`config.mk`:
```
export PLATFORM = sky130hd
export DESIGN_NAME = matrix_multiply_engine_unit
export DESIGN_NICKNAME = d
export VERILOG_FILES = /design/src/rtl/mme_pkg.sv /design/src/rtl/matrix_multiply_engine_unit.sv /design/src/rtl/mme_ram.sv
export SDC_FILE = /design/constraint.sdc
export NUM_CORES = 2
export LEC_CHECK = 0
export BUFFER_PORTS_ARGS = -buffer_cell sky130_fd_sc_hd__buf_2
export CORE_ASPECT_RATIO = 1.2
export CORE_MARGIN = 5
export CORE_UTILIZATION = 63
export CTS_CLUSTER_DIAMETER = 60
export CTS_CLUSTER_SIZE = 8
export DETAILED_ROUTE_END_ITERATION = 8
export PLACE_DENSITY = 0.83
export RECOVER_POWER = 25
export SKIP_LAST_GASP = 1
export SYNTH_ARGS = -nofsm -noshare
export SYNTH_HDL_FRONTEND = slang
export SYNTH_SLANG_ARGS = --single-unit
```
`constraint.sdc`:
```
create_clock -name clock -period 8.8 [get_ports clock]
set_clock_uncertainty 0.15 [all_clocks]
set_input_delay 0.88 -clock clock [delete_from_list [all_inputs] [get_ports clock]]
set_output_delay 0.88 -clock clock [all_outputs]
set_load 0.03 [all_outputs]
```
`src/rtl/mme_pkg.sv`:
```
// Shared types and constants for the matrix multiply engine.
`default_nettype none
package mme_pkg;

   localparam int MAX_DIM = 8;

   localparam int CFG_W   = 4;
   localparam int CSR_IDX_W = 2;
   localparam int FUNC_W  = 2;
   localparam int POS_W   = 3;
   localparam int ELEM_W  = 16;
   localparam int PROD_W  = 2 * ELEM_W;
   localparam int SUM_W   = 35;

   localparam logic [FUNC_W-1:0] FUNC_WRITE_A = 2'd0;
   localparam logic [FUNC_W-1:0] FUNC_WRITE_B = 2'd1;
   localparam logic [FUNC_W-1:0] FUNC_COMPUTE = 2'd2;

   localparam logic [CSR_IDX_W-1:0] REG_A_ROWS = 2'd0;
   localparam logic [CSR_IDX_W-1:0] REG_A_COLS = 2'd1;
   localparam logic [CSR_IDX_W-1:0] REG_B_ROWS = 2'd2;
   localparam logic [CSR_IDX_W-1:0] REG_B_COLS = 2'd3;

   localparam logic [CFG_W-1:0] DIM_RESET = 4'd8;

   typedef enum logic [1:0] {
      ST_IDLE,
      ST_ISSUE,
      ST_DRAIN,
      ST_OUTPUT
   } mme_state_type;

   // zero reads as one, anything above the store size reads as the store size
   function automatic logic [CFG_W-1:0] dim_clamp(input logic [CFG_W-1:0] v,
                                                  input logic [CFG_W:0] lim);
      logic [CFG_W-1:0] r;
      r = v;
      if (v == '0) begin
         r = CFG_W'(1);
      end else if ({1'b0, v} > lim) begin
         r = lim[CFG_W-1:0];
      end
      return r;
   endfunction

endpackage
`default_nettype wire

```
`src/rtl/matrix_multiply_engine_unit.sv`:
```
// Matrix multiply engine: A and B stores, one shared multiply-accumulate under a sequencer.
// Element writes: one beat per cycle, no result. Mismatch error: its result the next cycle.
// Compute: each result takes one MAC step per inner index, then the store read register,
// the product register and the accumulator, plus the wait for rsp_ready.
// Not ready while a compute command runs.
// Reset clears the sequencer and sets all dimension registers to 8; stores are not cleared.
`default_nettype none
module matrix_multiply_engine_unit (
   input  wire logic                             clock,
   input  wire logic                             reset,
   input  wire logic                             req_valid,
   output logic                                  req_ready,
   input  wire logic [mme_pkg::FUNC_W-1:0]       req_func,
   input  wire logic [mme_pkg::POS_W-1:0]        req_row_index,
   input  wire logic [mme_pkg::POS_W-1:0]        req_col_index,
   input  wire logic signed [mme_pkg::ELEM_W-1:0] req_element_value,
   output logic                                  rsp_valid,
   input  wire logic                             rsp_ready,
   output logic [mme_pkg::POS_W-1:0]             rsp_out_row,
   output logic [mme_pkg::POS_W-1:0]             rsp_out_col,
   output logic signed [mme_pkg::SUM_W-1:0]      rsp_product_value,
   output logic                                  rsp_dim_error,
   output logic                                  rsp_last_result,
   input  wire logic                             csr_write_en,
   input  wire logic [mme_pkg::CSR_IDX_W-1:0]    csr_index,
   input  wire logic [mme_pkg::CFG_W-1:0]        csr_wdata
);

   localparam int MAX_DIM = mme_pkg::MAX_DIM;
   localparam int IDX_W  = (MAX_DIM > 1) ? $clog2(MAX_DIM) : 1;
   localparam int DEPTH  = MAX_DIM * MAX_DIM;
   localparam int ADDR_W = $clog2(DEPTH);
   localparam logic [mme_pkg::CFG_W:0] DIM_LIM = (mme_pkg::CFG_W + 1)'(MAX_DIM);

   mme_pkg::mme_state_type state_ff, state_in;

   logic [mme_pkg::CFG_W-1:0] a_rows_ff, a_cols_ff, b_rows_ff, b_cols_ff;
   logic [mme_pkg::CFG_W-1:0] ar, ac, br, bc;

   logic [mme_pkg::CFG_W-1:0] i_ff, i_in, j_ff, j_in, k_ff, k_in;
   logic                      err_ff, err_in;

   // MAC pipeline: read -> product -> accumulate
   logic                             v1_ff, first1_ff, last1_ff;
   logic                             v2_ff, first2_ff, last2_ff;
   logic signed [mme_pkg::PROD_W-1:0] prod_ff;
   logic signed [mme_pkg::SUM_W-1:0]  acc_ff;

   logic [ADDR_W-1:0]                 wr_addr, rd_addr_a, rd_addr_b;
   logic                              wr_in_range, wr_a, wr_b;
   logic [mme_pkg::ELEM_W-1:0]        a_rd, b_rd;
   logic                              issue, k_last, pos_last, req_fire;

   assign ar = mme_pkg::dim_clamp(a_rows_ff, DIM_LIM);
   assign ac = mme_pkg::dim_clamp(a_cols_ff, DIM_LIM);
   assign br = mme_pkg::dim_clamp(b_rows_ff, DIM_LIM);
   assign bc = mme_pkg::dim_clamp(b_cols_ff, DIM_LIM);

   always_ff @(posedge clock) begin
      if (reset) begin
         a_rows_ff <= mme_pkg::DIM_RESET;
         a_cols_ff <= mme_pkg::DIM_RESET;
         b_rows_ff <= mme_pkg::DIM_RESET;
         b_cols_ff <= mme_pkg::DIM_RESET;
      end else if (csr_write_en) begin
         case (csr_index)
            mme_pkg::REG_A_ROWS: a_rows_ff <= csr_wdata;
            mme_pkg::REG_A_COLS: a_cols_ff <= csr_wdata;
            mme_pkg::REG_B_ROWS: b_rows_ff <= csr_wdata;
            mme_pkg::REG_B_COLS: b_cols_ff <= csr_wdata;
            default: ;
         endcase
      end
   end

   // element writes
   assign req_fire    = req_valid && req_ready;
   assign wr_in_range = (32'(req_row_index) < MAX_DIM) && (32'(req_col_index) < MAX_DIM);
   assign wr_a = req_fire && wr_in_range && (req_func == mme_pkg::FUNC_WRITE_A);
   assign wr_b = req_fire && wr_in_range && (req_func == mme_pkg::FUNC_WRITE_B);
   assign wr_addr = ADDR_W'(ADDR_W'(req_row_index) * ADDR_W'(MAX_DIM))
                  + ADDR_W'(req_col_index);

   assign rd_addr_a = ADDR_W'(ADDR_W'(i_ff[IDX_W-1:0]) * ADDR_W'(MAX_DIM))
                    + ADDR_W'(k_ff[IDX_W-1:0]);
   assign rd_addr_b = ADDR_W'(ADDR_W'(k_ff[IDX_W-1:0]) * ADDR_W'(MAX_DIM))
                    + ADDR_W'(j_ff[IDX_W-1:0]);

   mme_ram #(.WIDTH(mme_pkg::ELEM_W), .DEPTH(DEPTH)) u_store_a (
      .clock   (clock),
      .wr_en   (wr_a),
      .wr_addr (wr_addr),
      .wr_data (req_element_value),
      .rd_addr (rd_addr_a),
      .rd_data (a_rd)
   );

   mme_ram #(.WIDTH(mme_pkg::ELEM_W), .DEPTH(DEPTH)) u_store_b (
      .clock   (clock),
      .wr_en   (wr_b),
      .wr_addr (wr_addr),
      .wr_data (req_element_value),
      .rd_addr (rd_addr_b),
      .rd_data (b_rd)
   );

   assign issue    = (state_ff == mme_pkg::ST_ISSUE);
   assign k_last   = (k_ff == ac - mme_pkg::CFG_W'(1));
   assign pos_last = (i_ff == ar - mme_pkg::CFG_W'(1)) && (j_ff == bc - mme_pkg::CFG_W'(1));

   always_comb begin
      state_in  = state_ff;
      i_in      = i_ff;
      j_in      = j_ff;
      k_in      = k_ff;
      err_in    = err_ff;
      req_ready = 1'b0;
      rsp_valid = 1'b0;
      case (state_ff)
         mme_pkg::ST_IDLE: begin
            req_ready = 1'b1;
            if (req_valid && req_func == mme_pkg::FUNC_COMPUTE) begin
               i_in   = '0;
               j_in   = '0;
               k_in   = '0;
               err_in = (ac != br);
               state_in = (ac != br) ? mme_pkg::ST_OUTPUT : mme_pkg::ST_ISSUE;
            end
         end
         mme_pkg::ST_ISSUE: begin
            if (k_last) begin
               state_in = mme_pkg::ST_DRAIN;
            end else begin
               k_in = k_ff + mme_pkg::CFG_W'(1);
            end
         end
         mme_pkg::ST_DRAIN: begin
            // accumulator takes the final product at this edge
            if (v2_ff && last2_ff) begin
               state_in = mme_pkg::ST_OUTPUT;
            end
         end
         mme_pkg::ST_OUTPUT: begin
            rsp_valid = 1'b1;
            if (rsp_ready) begin
               k_in = '0;
               if (err_ff || pos_last) begin
                  state_in = mme_pkg::ST_IDLE;
               end else begin
                  state_in = mme_pkg::ST_ISSUE;
                  if (j_ff == bc - mme_pkg::CFG_W'(1)) begin
                     j_in = '0;
                     i_in = i_ff + mme_pkg::CFG_W'(1);
                  end else begin
                     j_in = j_ff + mme_pkg::CFG_W'(1);
                  end
               end
            end
         end
         default: begin
            state_in = mme_pkg::ST_IDLE;
         end
      endcase
   end

   always_ff @(posedge clock) begin
      if (reset) begin
         state_ff <= mme_pkg::ST_IDLE;
         v1_ff    <= 1'b0;
         v2_ff    <= 1'b0;
         err_ff   <= 1'b0;
         i_ff     <= '0;
         j_ff     <= '0;
         k_ff     <= '0;
      end else begin
         state_ff <= state_in;
         v1_ff    <= issue;
         v2_ff    <= v1_ff;
         err_ff   <= err_in;
         i_ff     <= i_in;
         j_ff     <= j_in;
         k_ff     <= k_in;
      end
   end

   always_ff @(posedge clock) begin
      first1_ff <= (k_ff == '0);
      last1_ff  <= k_last;
      first2_ff <= first1_ff;
      last2_ff  <= last1_ff;
      prod_ff   <= $signed(a_rd) * $signed(b_rd);
      if (v2_ff) begin
         if (first2_ff) begin
            acc_ff <= mme_pkg::SUM_W'(prod_ff);
         end else begin
            acc_ff <= acc_ff + mme_pkg::SUM_W'(prod_ff);
         end
      end
   end

   assign rsp_out_row       = mme_pkg::POS_W'(i_ff);
   assign rsp_out_col       = mme_pkg::POS_W'(j_ff);
   assign rsp_product_value = err_ff ? '0 : acc_ff;
   assign rsp_dim_error     = err_ff;
   assign rsp_last_result   = err_ff || pos_last;

endmodule
`default_nettype wire

```
`src/rtl/mme_ram.sv`:
```
// Generic single-write, single-read RAM with registered read data.
`default_nettype none
module mme_ram #(
   parameter int WIDTH = 16,
   parameter int DEPTH = 64
) (
   input  wire logic                     clock,
   input  wire logic                     wr_en,
   input  wire logic [$clog2(DEPTH)-1:0] wr_addr,
   input  wire logic [WIDTH-1:0]         wr_data,
   input  wire logic [$clog2(DEPTH)-1:0] rd_addr,
   output logic      [WIDTH-1:0]         rd_data
);

   logic [WIDTH-1:0] mem_ff [DEPTH];
   logic [WIDTH-1:0] rd_data_ff;

   always_ff @(posedge clock) begin
      if (wr_en) begin
         mem_ff[wr_addr] <= wr_data;
      end
      rd_data_ff <= mem_ff[rd_addr];
   end

   assign rd_data = rd_data_ff;

endmodule
`default_nettype wire

```
Word-level counts from Yosys, hierarchy flattened
Memory sizes are Yosys's and may differ from the RTL's. A register that Yosys moved wholly into a read port is not among the register bits.
Cells that the tools add are included.
Word-level totals
  flip-flop bits (word level): 104
  memory bits (writable): 2048
  bits of input ports: 35
  output and inout port bits: 45
  logic and storage cells: 114
  memories: 2
Cells by class
  $add $sub $neg: 10
  multipliers: 1
  magnitude comparators: 4
  equal/unequal tests: 19
  multiplexer cells: 35
  reductions and logical operators: 26
Memory list
  u_store_a.mem_ff: depth 64, bits a word 16, read ports 1, clocked after memory_dff 1, wr ports 1, RTL line mme_ram.sv:15  | logic [WIDTH-1:0] mem_ff [DEPTH];
  u_store_b.mem_ff: depth 64, bits a word 16, read ports 1, clocked after memory_dff 1, wr ports 1, RTL line mme_ram.sv:15
Operator list (count)
  two-way mux 35 bit: 2
  two-way mux 4 bit: 17
  adder 35 x 32 -> 35 bit: 1
  multiplier 16 x 16 -> 32 bit: 1
  logical NOT 4 bit: 5
  adder 6 x 3 -> 6 bit: 3
  > comparator 4 bit, second input constant: 4
  case mux 4 bit (2 select lines): 2
  adder 4 x 1 -> 4 bit, second input constant: 3
  equality test 4 bit: 3
  inequality test 2 bit, second input constant: 6
  case mux 4 bit (3 select lines): 1
  AND reduction 4 bit: 3
  subtractor 4 x 1 -> 4 bit, second input constant: 3
  equality test 2 bit, second input constant: 5
  two-way mux 2 bit: 5
  AND reduction 2 bit: 5
  case mux 2 bit (4 select lines): 1
  two-way mux 1 bit: 7
  equality test 2 x 1 -> 1 bit, second input constant: 3
  logical AND 1 bit: 6
  logical NOT 2 bit: 3
  AND reduction 5 bit: 1
  inequality test 4 bit: 1
  other kinds (4): 4

Longest topological paths before layout
  depth in word-level cells: 10
  depth in mapped cells: 24
  gate-level depth less buffers: 23

Hierarchy
Synthesis repeated with hierarchy kept, for this count alone.
Unflattened totals
  cell total of the unflattened synthesis: 5403
  area, all modules: 95999.6 um2
By module, submodules not included
  mme_ram: instances 2, cells an instance 1829, area each 40042.2 um2, sequential area each 31069.8 um2
  matrix_multiply_engine_unit: instances 1, cells an instance 1745, area each 15915.3 um2, sequential area each 2432.3 um2

Least setup slack after synthesis
Ideal clock, no wire load.
  path type: reg-to-reg
  from: register u_store_a.rd_data_ff[15], in the netlist u_store_a.rd_data[15], read port of u_store_a.mem_ff
  to: register prod_ff[30] (netlist bit)
  setup time: 0.072 ns
  data arrival time: 6.097 ns
  data required time: 8.578 ns
  setup slack: 2.480 ns
  cell stages (with the launch flop): 22
  cell sequence: dfxtp_1 -> clkbuf_1 -> nand2_1 -> inv_1 -> fa_1 -> fa_1 -> fa_1 -> fa_1 -> fa_1 -> inv_1 -> fa_1 -> inv_1 -> ha_1 -> inv_1 -> o21bai_1 -> a21o_1 -> a21o_2 -> or4_1 -> a211o_1 -> a31o_1 -> a21oi_2 -> xnor2_1
On the way
  word-level cells in the longest chain between the ends: 1
RTL lines
  from (decl): RTL line mme_ram.sv:16  | logic [WIDTH-1:0] rd_data_ff;
  multiplier 16 x 16 -> 32 bit: RTL line matrix_multiply_engine_unit.sv:191  | prod_ff <= $signed(a_rd) * $signed(b_rd);
  to (signal assigned): RTL line matrix_multiply_engine_unit.sv:191
  to (decl): RTL line matrix_multiply_engine_unit.sv:46  | logic signed [mme_pkg::PROD_W-1:0] prod_ff;
No other way between the ends.
A chain may end at the register's enable or synchronous reset.

Final worst setup path
Same ends and word-level chain as after synthesis.

==> results.md <==
* CP startpoint: u_store_a.rd_data[15]
* Critical Path Fanout Max at 16
* Max-slew violations at ~1,700
* Relative slew slack at -291.4%
* Post-synth top flop: edfxtp_1
* Dpl hpwl at approximately 140 mm
* Register Area at ~65,000 µm²
* Fin. Hold Viols at 0
* Top sig layer: met5
* Fin crit share at 77.17%
* Metal-1 WL at around 87 mm
* Final weighted congestion in routability-driven placement at between 0.8 and 0.9
* Worst-margin pin slew at 5.871 ns
* RSZ-0062 raised after global routing: false
* YS warnings at 0
* DIE AREA at between 150,000 and 200,000 µm²
* Worst hold path class: input pin to flop
* Failing checks: max-capacitance violations, max-slew violations
* EDFF count, synth at 2,083
* Status: finished, violations left
* Leakage at approximately 0.035 µW
* Worst-path cell chain: nand2_1, inv_1, fa_1, fa_1, fa_1, fa_1, fa_1, inv_1, fa_1, inv_1, ha_1, inv_1, o21bai_1, a21o_1, a21o_2, or4_1, a211o_1, a31o_1, a21oi_2, xnor2_1
* DR vias at 52,290
* Worst EP required at 9.47 ns
* Clock tree buffer depth at 4
* Sw frac at a little under two fifths
* Internal at between 20,000 and 30,000 µW
* Hold path cells at 2
* Detailed-route DRC error count at 0
* Slowest CP cell: fa_1
* Logic pwr share at 49.2%
* Crit path time final at ~6.8 ns
* Core Rows at ~160
* Layout Utilization at 71.37%
* Initial antenna violation count at 28
* CTS tree: done
* CP arrival at 7.46 ns
* Wire per inst at between 30 and 40 µm
* Metal3 WL at between 30 and 40 mm
* Async S/R FF share, synth at 0%
* Synthesized cell area at around 94,000 µm²
* Yosys reg bits at about 2,200
* CTS H-tree depth at 5
* Number of global-route vias before repair at between 50,000 and 60,000
* Clk slew on worst S/H paths at roughly 0.050 ns
* Core Area at 148,900 µm²
* Power share of the sequential group at 26.5%
* Area of the multi-input gates at roughly 28,000 µm²
* CP max stage delay at between 0.8 and 0.9 ns
* Die Y at 434.2 µm
* Synthesis-to-finish area growth at 12.51%
* Largest net degree at the start of global routing at 140
* Syn Inst Count at just under 5,000
* Initial DRT Pass Iterations at 8
* Vias/cell at between 7 and 8
* Critical Path Most Common Cell: fa_1
* Layout cells sized above 1 at 24.38%
* I/O pin count at 80
* First-pass GRT wire length at 386.0 mm
* Sw power at around 17,000 µW
* Count of cell types in the netlist at 76
* Final instance area at roughly 110,000 µm²
* Port buffer count at a little under 80
* Synth Area per Inst at approximately 20 µm²
* Final wirelength at between 200 and 300 mm
* Layout filler cell count at 7,905
* Initial Util at a little under two thirds
* PD cells at approximately 430 nW/µm²
* Critical Path End Type: flop
* Hold Buf Count CTS at 0
* Crit path launch type: flop
* Syn_nets at 5,244
* Worst skew pair latency at between 0.9 and 1 ns
* Worst VDD drop at between 1 and 1.5 mV
* Final Net Count at around 5,600
* Setup Viol. Count Final at 0
* Grt ovf at 0
* Clock Tree Root: clkbuf_16
* Register area share after synthesis at slightly below 70%
* Die width at 363.5 µm
* Max cap viols at 24
* Min-delay src: csr_wdata[3]
* FF-to-FF Start: u_store_a.rd_data[15]
* CTS resizes at 0
* DP Area at around 98,000 µm²
* TNS Setup at 0 ns
* First DRT Iteration DRCs at between 8,000 and 9,000
* CTS sink cnt at roughly 2,200
* Post-route ant nets at 0
* R2R cell count at 20
* # Post-CTS Setup Buffers at 0
* GRT Overall Usage at around a third
* WL met2 at approximately 130 mm
* Achievable Freq at 147.3 MHz
* Clock power share at between 20% and 30%
* Clock buffer count from CTS at roughly 330
* CP Class: flop to flop
worst max-delay path: cells and delay by family, from the launching register on:
family,cells,cell delay (ns)
compound gates,6,1.08
xor+xnor,1,0.12
fa+ha+maj,7,3.69
buf+inv,4,0.37
flops,1,0.68
simple gates,2,0.60
path summary, 6_finish.rpt:
check | endpoint | slack [ns]
max reg2reg | prod_ff[30] | 2.01
max | prod_ff[30] | 2.01
min | a_rows_ff[3] | 0.07
min reg2reg | first2_ff | 0.17
area by class of cell:
type / count / share of cell area, %
well taps: 1962 / 2.310
flip-flops and latches: 2184 / 60.78
clock buffers: 387 / 8.080
repair buffers: 242 / 1.510
multi-input cells: 2088 / 26.06
clock inverters: 9 / 0.08004
diodes: 18 / 0.04238
inverters: 323 / 1.141
cell usage after synthesis, drive strengths merged (3+ instances only):
cell | count | area [µm²]
edfxtp | 2083 | 62550
mux4 | 672 | 15130
inv | 322 | 1209
fa | 263 | 5265
nor2 | 232 | 873.3
nand2 | 197 | 742.0
clkbuf | 140 | 526.8
and2 | 132 | 827.1
ha | 128 | 1602
dfxtp | 101 | 2022
buf | 83 | 505.5
a21oi | 66 | 341.6
o21ai | 65 | 325.3
xnor2 | 57 | 499.2
nor2b | 46 | 287.8
a21o | 20 | 151.4
nor3 | 19 | 95.09
xor2 | 18 | 157.7
nand3 | 15 | 75.07
mux2i | 14 | 140.1
o21a | 14 | 105.1
o21bai | 13 | 97.59
nand2b | 12 | 75.07
a211o | 11 | 96.34
a31oi | 8 | 50.05
nor3b | 7 | 52.55
a211oi | 6 | 55.05
and3 | 6 | 40.03
nand4 | 6 | 37.54
nor4b | 6 | 58.80
o31ai | 6 | 45.04
a31o | 5 | 43.79
nand3b | 5 | 37.54
o211ai | 4 | 35.03
or2 | 4 | 25.03
or3b | 4 | 35.04
nor4 | 3 | 18.77
o311ai | 3 | 26.28
logic make-up after synthesis:
| kind of cell | share of synthesized area (%) |
|---|---|
| multiplexers | 16.18 |
| adder cells (fa/ha/maj) | 7.268 |
| AO/OA/AOI/OAI | 1.616 |
| AND/OR/NAND/NOR | 3.516 |
| XOR/XNOR | 0.6953 |
| flip-flops | 68.35 |
| buffers and inverters | 2.376 |
flip-flops by register name, indices dropped and copies added, names as in the netlist:
name and cells:
a_cols_ff 4, a_rows_ff 4, acc_ff 35, b_cols_ff 4, b_rows_ff 4, first1_ff 1
first2_ff 1, i_ff 4, j_ff 4, k_ff 4, last1_ff 1, last2_ff 1
prod_ff 32, rsp_dim_error 1, state_ff 2, u_store_a.mem_ff 1024, u_store_a.rd_data 16, u_store_b.mem_ff 1024
u_store_b.rd_data 16, v1_ff 1, v2_ff 1
power groups by stage:
stage                     registers (µW)  clock network (µW)  logic (µW)
after floorplan                    12200                   0       17900
after global placement             12400                   0       21700
after detailed placement           12400                   0       22400
after CTS                          12200               11200       22700
after global routing               12200               11700       25800
final                              12200               11200       22600
cell usage in the layout, fill, tap and decap left out, types with 128 or more instances in the layout:
cell type / instances
edfxtp_1: 2083
mux4_2: 672
clkbuf_16: 335
inv_1: 322
fa_1: 263
nor2_1: 216
nand2_1: 196
buf_4: 148
and2_1: 129
ha_1: 128
metrics by stage:
stage          total power (µW)  hold WS [ns]  cells  setup WS (ns)
2_1_floorplan             30120        0.1596   4818          2.480
3_3_place_gp              34110        0.1645   6799          2.136
3_5_place_dp              34740        0.1642   6799          2.029
4_1_cts                   46120       0.02273   7195          1.997
5_1_grt                   49740       0.05800   7197          1.668
6_report                  46070       0.06869   7213          2.009
layer usage:
metal	vias to the layer above	track usage, %
li1	19450	-
met1	26440	44.93
met2	5300	54.49
met3	1089	9.795
met4	20	17.40
met5	-	0
(Power assumes the default switching activity.)
